<file path="config.mk">
export PLATFORM = sky130hd
export DESIGN_NAME = ptgm_proj
export DESIGN_NICKNAME = d
export VERILOG_FILES = /design/src/hdl/ptgm_pkg.sv /design/src/hdl/ptgm_proj.sv
export SDC_FILE = /design/constraint.sdc
export NUM_CORES = 2
export LEC_CHECK = 0
export BUFFER_PORTS_ARGS = -buffer_cell sky130_fd_sc_hd__buf_2
export CORE_MARGIN = 5
export CORE_UTILIZATION = 49
export DETAILED_ROUTE_END_ITERATION = 8
export PLACE_DENSITY_LB_ADDON = 0.3
export SETUP_SLACK_MARGIN = 0.02
export SYNTH_ARGS = -nofsm -noshare
export SYNTH_HDL_FRONTEND = slang
export SYNTH_SLANG_ARGS = --single-unit
</file>
<file path="constraint.sdc">
create_clock -name clk -period 11.7 [get_ports clk]
set_input_delay 1.17 -clock clk [delete_from_list [all_inputs] [get_ports clk]]
set_output_delay 1.17 -clock clk [all_outputs]
set_load 0.005 [all_outputs]
</file>
<file path="src/hdl/ptgm_pkg.sv">
`timescale 1ns / 1ps
// ----------------------------------------------------------------------------
// ptgm_pkg
// Shared widths, codes, types and helpers of the point to grid map rasterizer.
// ----------------------------------------------------------------------------
package ptgm_pkg;

  localparam int MAX_WIDTH   = 1024;
  localparam int MAX_HEIGHT  = 1024;
  localparam int STORE_DEPTH = MAX_WIDTH * MAX_HEIGHT;
  localparam int ADDR_W      = $clog2(STORE_DEPTH);

  localparam int COORD_W = 16;
  localparam int INV_W   = 17;
  localparam int DIM_W   = 11;
  localparam int POS_W   = 10;
  localparam int MODE_W  = 3;
  localparam int CHAN_W  = 8;
  localparam int PIX_W   = 3 * CHAN_W;
  localparam int CFG_IDX_W = 3;
  localparam int CFG_W   = INV_W;

  localparam int DIFF_W  = COORD_W + 1;
  localparam int PROD_W  = DIFF_W + INV_W + 1;
  localparam int MAG_W   = PROD_W - 1;
  localparam int FRAC_W  = 16;
  localparam int QUO_W   = MAG_W + 1 - FRAC_W;

  localparam logic [CHAN_W-1:0] CHAN_FULL = 8'hFF;

  localparam logic [MODE_W-1:0] MODE_FLOOR = 3'd0;
  localparam logic [MODE_W-1:0] MODE_OBST  = 3'd1;
  localparam logic [MODE_W-1:0] MODE_ROOF  = 3'd2;
  localparam logic [MODE_W-1:0] MODE_READ  = 3'd3;
  localparam logic [MODE_W-1:0] MODE_CLEAR = 3'd4;

  localparam logic [CFG_IDX_W-1:0] CFG_MIN_X  = 3'd0;
  localparam logic [CFG_IDX_W-1:0] CFG_MIN_Y  = 3'd1;
  localparam logic [CFG_IDX_W-1:0] CFG_INV    = 3'd2;
  localparam logic [CFG_IDX_W-1:0] CFG_WIDTH  = 3'd3;
  localparam logic [CFG_IDX_W-1:0] CFG_HEIGHT = 3'd4;

  typedef struct packed {
    logic             hit;
    logic [POS_W-1:0] col;
    logic [POS_W-1:0] row;
  } cell_pos_t;

  // round(prod / 2^16), half away from zero, magnitude only
  function automatic logic [QUO_W-1:0] round_mag(input logic signed [PROD_W-1:0] prod);
    logic [MAG_W-1:0] mag;
    logic [MAG_W:0]   sum;
    begin
      mag = prod[PROD_W-1] ? MAG_W'(-prod) : MAG_W'(prod);
      sum = {1'b0, mag} + (MAG_W+1)'(1 << (FRAC_W - 1));
      round_mag = sum[MAG_W:FRAC_W];
    end
  endfunction

endpackage

</file>
<file path="src/hdl/ptgm_proj.sv">
`timescale 1ns / 1ps
// ----------------------------------------------------------------------------
// ptgm_proj
// Two stage projection of a point onto a map cell: multiply by the Q16
// reciprocal, then round, range check and flip the row.
// ----------------------------------------------------------------------------
module ptgm_proj (
  input  logic                           clk,
  input  logic signed [ptgm_pkg::COORD_W-1:0] x_mm,
  input  logic signed [ptgm_pkg::COORD_W-1:0] y_mm,
  input  logic signed [ptgm_pkg::COORD_W-1:0] min_x_mm,
  input  logic signed [ptgm_pkg::COORD_W-1:0] min_y_mm,
  input  logic [ptgm_pkg::INV_W-1:0]     inv_cell_q16,
  input  logic [ptgm_pkg::DIM_W-1:0]     w_eff,
  input  logic [ptgm_pkg::DIM_W-1:0]     h_eff,
  output ptgm_pkg::cell_pos_t            pos
);
  import ptgm_pkg::*;

  logic signed [DIFF_W-1:0] dx, dy;
  logic signed [PROD_W-1:0] inv_s;
  logic signed [PROD_W-1:0] px_r, px_nxt, py_r, py_nxt;
  logic [QUO_W-1:0]         qx, qy;
  logic                     ok_x, ok_y;
  logic [DIM_W-1:0]         row_full;
  cell_pos_t                pos_r, pos_nxt;

  always_comb begin
    dx     = DIFF_W'(x_mm) - DIFF_W'(min_x_mm);
    dy     = DIFF_W'(y_mm) - DIFF_W'(min_y_mm);
    inv_s  = $signed(PROD_W'(inv_cell_q16));
    px_nxt = PROD_W'(dx) * inv_s;
    py_nxt = PROD_W'(dy) * inv_s;
  end

  always_comb begin
    qx   = round_mag(px_r);
    qy   = round_mag(py_r);
    ok_x = (!px_r[PROD_W-1] || (qx == '0)) && (qx < QUO_W'(w_eff));
    ok_y = (!py_r[PROD_W-1] || (qy == '0)) && (qy < QUO_W'(h_eff));
    row_full       = h_eff - DIM_W'(1) - qy[DIM_W-1:0];
    pos_nxt.hit    = ok_x && ok_y;
    pos_nxt.col    = qx[POS_W-1:0];
    pos_nxt.row    = row_full[POS_W-1:0];
  end

  always_ff @(posedge clk) begin
    px_r  <= px_nxt;
    py_r  <= py_nxt;
    pos_r <= pos_nxt;
  end

  assign pos = pos_r;

endmodule

</file>
==> summary.md <==
| Metric | Value |
|---|---|
| Status | finished, final reports clean |
| Xor and xnor area share after synthesis | 0.0390 |
| Die area | 61200 um^2 |
| CTS tree | built |
| Rows | 87 |
| CP startpoint kind | primary input |
| Syn_area_per_cell | 8.20 um^2 |
| Inserted Clock Buffers | 9 |
| Skew final | 8.07 ps |
| Clk_lat worst skew | 350 ps |
| Core footprint | 56200 um^2 |
| Vias after detailed routing | 22.4k |
| Largest net degree at the start of global routing | 48 |
| Max clock buf depth | 2 |
| Data required, critical path | 11940 ps |
| Routed len/inst | 16.8 um |
| Synth area leaders | fa_1, ha_1, inv_1 |
| Seq cells post-synth | 91 |
| CP Data Arrival Time | 10110 ps |
| Synth cell types | 77 |
| Gr ovfl total | 0 |
| Maximum level of the CTS H-tree | 3 |
| ANT cells | 0 |
| Critical path class | in -> reg |
| Initial antenna violation count | 0 |
| Simple-gate share of the synthesized area | 0.204 |
| Initial drt markers | 1605 |
| CTS Sinks | 91 |
| 1st-pass router iterations | 8 |
| YS warnings | 0 |
| Max-cap violations | 0 |
| Syn nets | 4243 |
| Routability cong. | 0.883 |
| Post-synth EDFFs | 0 |
| Max Clock Freq | 101 MHz |
| Vias per cell | 5.41 |
| Worst-margin pin slew | 1090 ps |
| RSZ-0062 raised after global routing | no |
| Most used DFF post-synth | dfxtp_1 |
| # fillers | 5453 |
| CP max-delay cell | o31a_1 |
| Vias in the first global route | 22.4k |
| Tcrit/Tclk final | 0.843 |
| Seq/Total Area, Yosys | 0.0660 |
| Layout area overhead | 5.80% |
| Die outline width | 247 um |
| Post-synth top cells | inv_1, fa_1, nand2_1 |
| Root buf cell | clkbuf_16 |
| Count leader, synth | inv_1 |
| Post-CTS Setup Bufs | 0 |
| Slew Limit Fails | 0 |
| Initial Util | 0.492 |
| Cell Area, Synth | 27600 um^2 |
| Ports | 125 |
| Crit. End Element | flip-flop |
| Ys async rst share | 0 |
| Port Buffer Count | 124 |
| Mux cell area share after synthesis | 0.00444 |
| Reg clk slew, reported paths | 60 ps |
| Cts repair resizes | 0 |
| Top-area cell type share of the netlist area | 0.327 |
| Drc violations | 0 |
| Synth area leader | fa_1 |
| Worst Hold Depth | 3 |
| Detail Route Antenna Nets | 0 |
| Most used cell, CP | fa_1 |
| First-pass GRT wire length | 116000 um |
| Layout cells sized above 1 | 0.0682 |
| Nets | 4256 |
| Synthesized-area fraction occupied by adder cells | 0.471 |
| Total Wirelength | 69700 um |
| Setup TNS | 0 ps |
| Total GRT Usage | 0.233 |
| Compound-Gate Fraction of Synth Area | 0.0993 |
| Clock period minus worst slack | 9860 ps |
| Die Y | 247 um |
| Max incr delay on CP | 650 ps |
| Reg2reg path depth | 16 |
| Slew HR | 0.276 |
| Worst Path Max Fanout | 18 |
| Final setup viols | 0 |
| Hold-fix buffers at CTS | 0 |
| Min-delay worst type | reg -> reg |
| Cell count after synthesis | 3369 |
| Largest family of logic cells by synthesized area | adder cells |
| Hold Vio Cnt, Final | 0 |
| Hpwl dp | 54200 um |
-- worst max-delay path: cells and delay by family --
kind                       cells  cell delay, ps
and+or+nand+nor                3             850
AOI/OAI and AO/OA             16            3660
buffers and inverters          6             300
adders and majority gates      9            4080
-- per-layer routing --
layer  GRT usage  vias up  share of wire
met4      0.0604        0          0.026
met1       0.335    10900           0.46
met5           0        -              0
met2       0.371      685           0.45
met3      0.0333      117          0.068
li1            -    10700              -
-- cell type report --
class	count	area (um^2)	share of cell area
multi-input combinational	2422	22600	0.774
inverter	692	2600	0.0889
sequential	91	1820	0.0623
clock inverter	2	35.0	0.00120
tap	756	946	0.0324
clock buffer	12	267	0.00912
timing repair buffer	166	936	0.0320
-- path summary, 6_finish.rpt --
check,from,end,slack [ps]
max reg2reg,px_r[34]$_DFF_P_,pos[20]$_DFF_P_,5390
min reg2reg,py_r[32]$_DFF_P_,pos[20]$_DFF_P_,640
max,y_mm[0],py_r[32]$_DFF_P_,1840
min,py_r[32]$_DFF_P_,pos[20]$_DFF_P_,640
-- flip-flops by register name, indices dropped and copies added (netlist names) --
signal  flops
py_r       35
px_r       35
pos        21
-- layout by cell type, fill, tap and decap left out, types with 13 or more instances in the layout --
cell,count
nor3b_1,18
xnor2_1,88
inv_1,687
dfxtp_1,91
fa_1,451
or2_2,20
buf_4,42
xor2_1,31
buf_2,124
nand3_1,106
a21o_1,36
nand3b_1,29
a211oi_1,17
a31oi_1,37
or3_1,26
a21oi_1,82
ha_1,319
a311oi_1,16
o21ai_0,68
o211ai_1,26
nor4_1,14
o21a_1,13
and2_1,140
nor2b_1,69
nor2_1,135
nand2_1,385
nand2b_1,27
nor3_1,64
a21boi_0,15
and3_1,31
-- per-stage QoR --
| stage | area (um^2) | hold slack (ps) | instances | setup WS [ps] | util |
|---|---|---|---|---|---|
| finish | 29200 | 637 | 4141 | 1840 | 0.520 |
| global route | 29200 | 697 | 4141 | 1180 | 0.520 |
| CTS | 29200 | 643 | 4141 | 1860 | 0.520 |
| detailed placement | 28900 | 643 | 4127 | 1530 | 0.515 |
| global placement | 28900 | 654 | 4127 | 1620 | 0.515 |
| floorplan | 27600 | 551 | 3369 | 2370 | - |
-- kinds of logic after synthesis --
group	after synthesis
flip-flops	91
AO/OA/AOI/OAI	405
buffers and inverters	856
multiplexers	12
XOR/XNOR	123
adder cells (fa/ha/maj)	770
AND/OR/NAND/NOR	1112
Power is not shown: default switching activity piles up to over one toggle a cycle in this logic, so the estimate is an artifact.
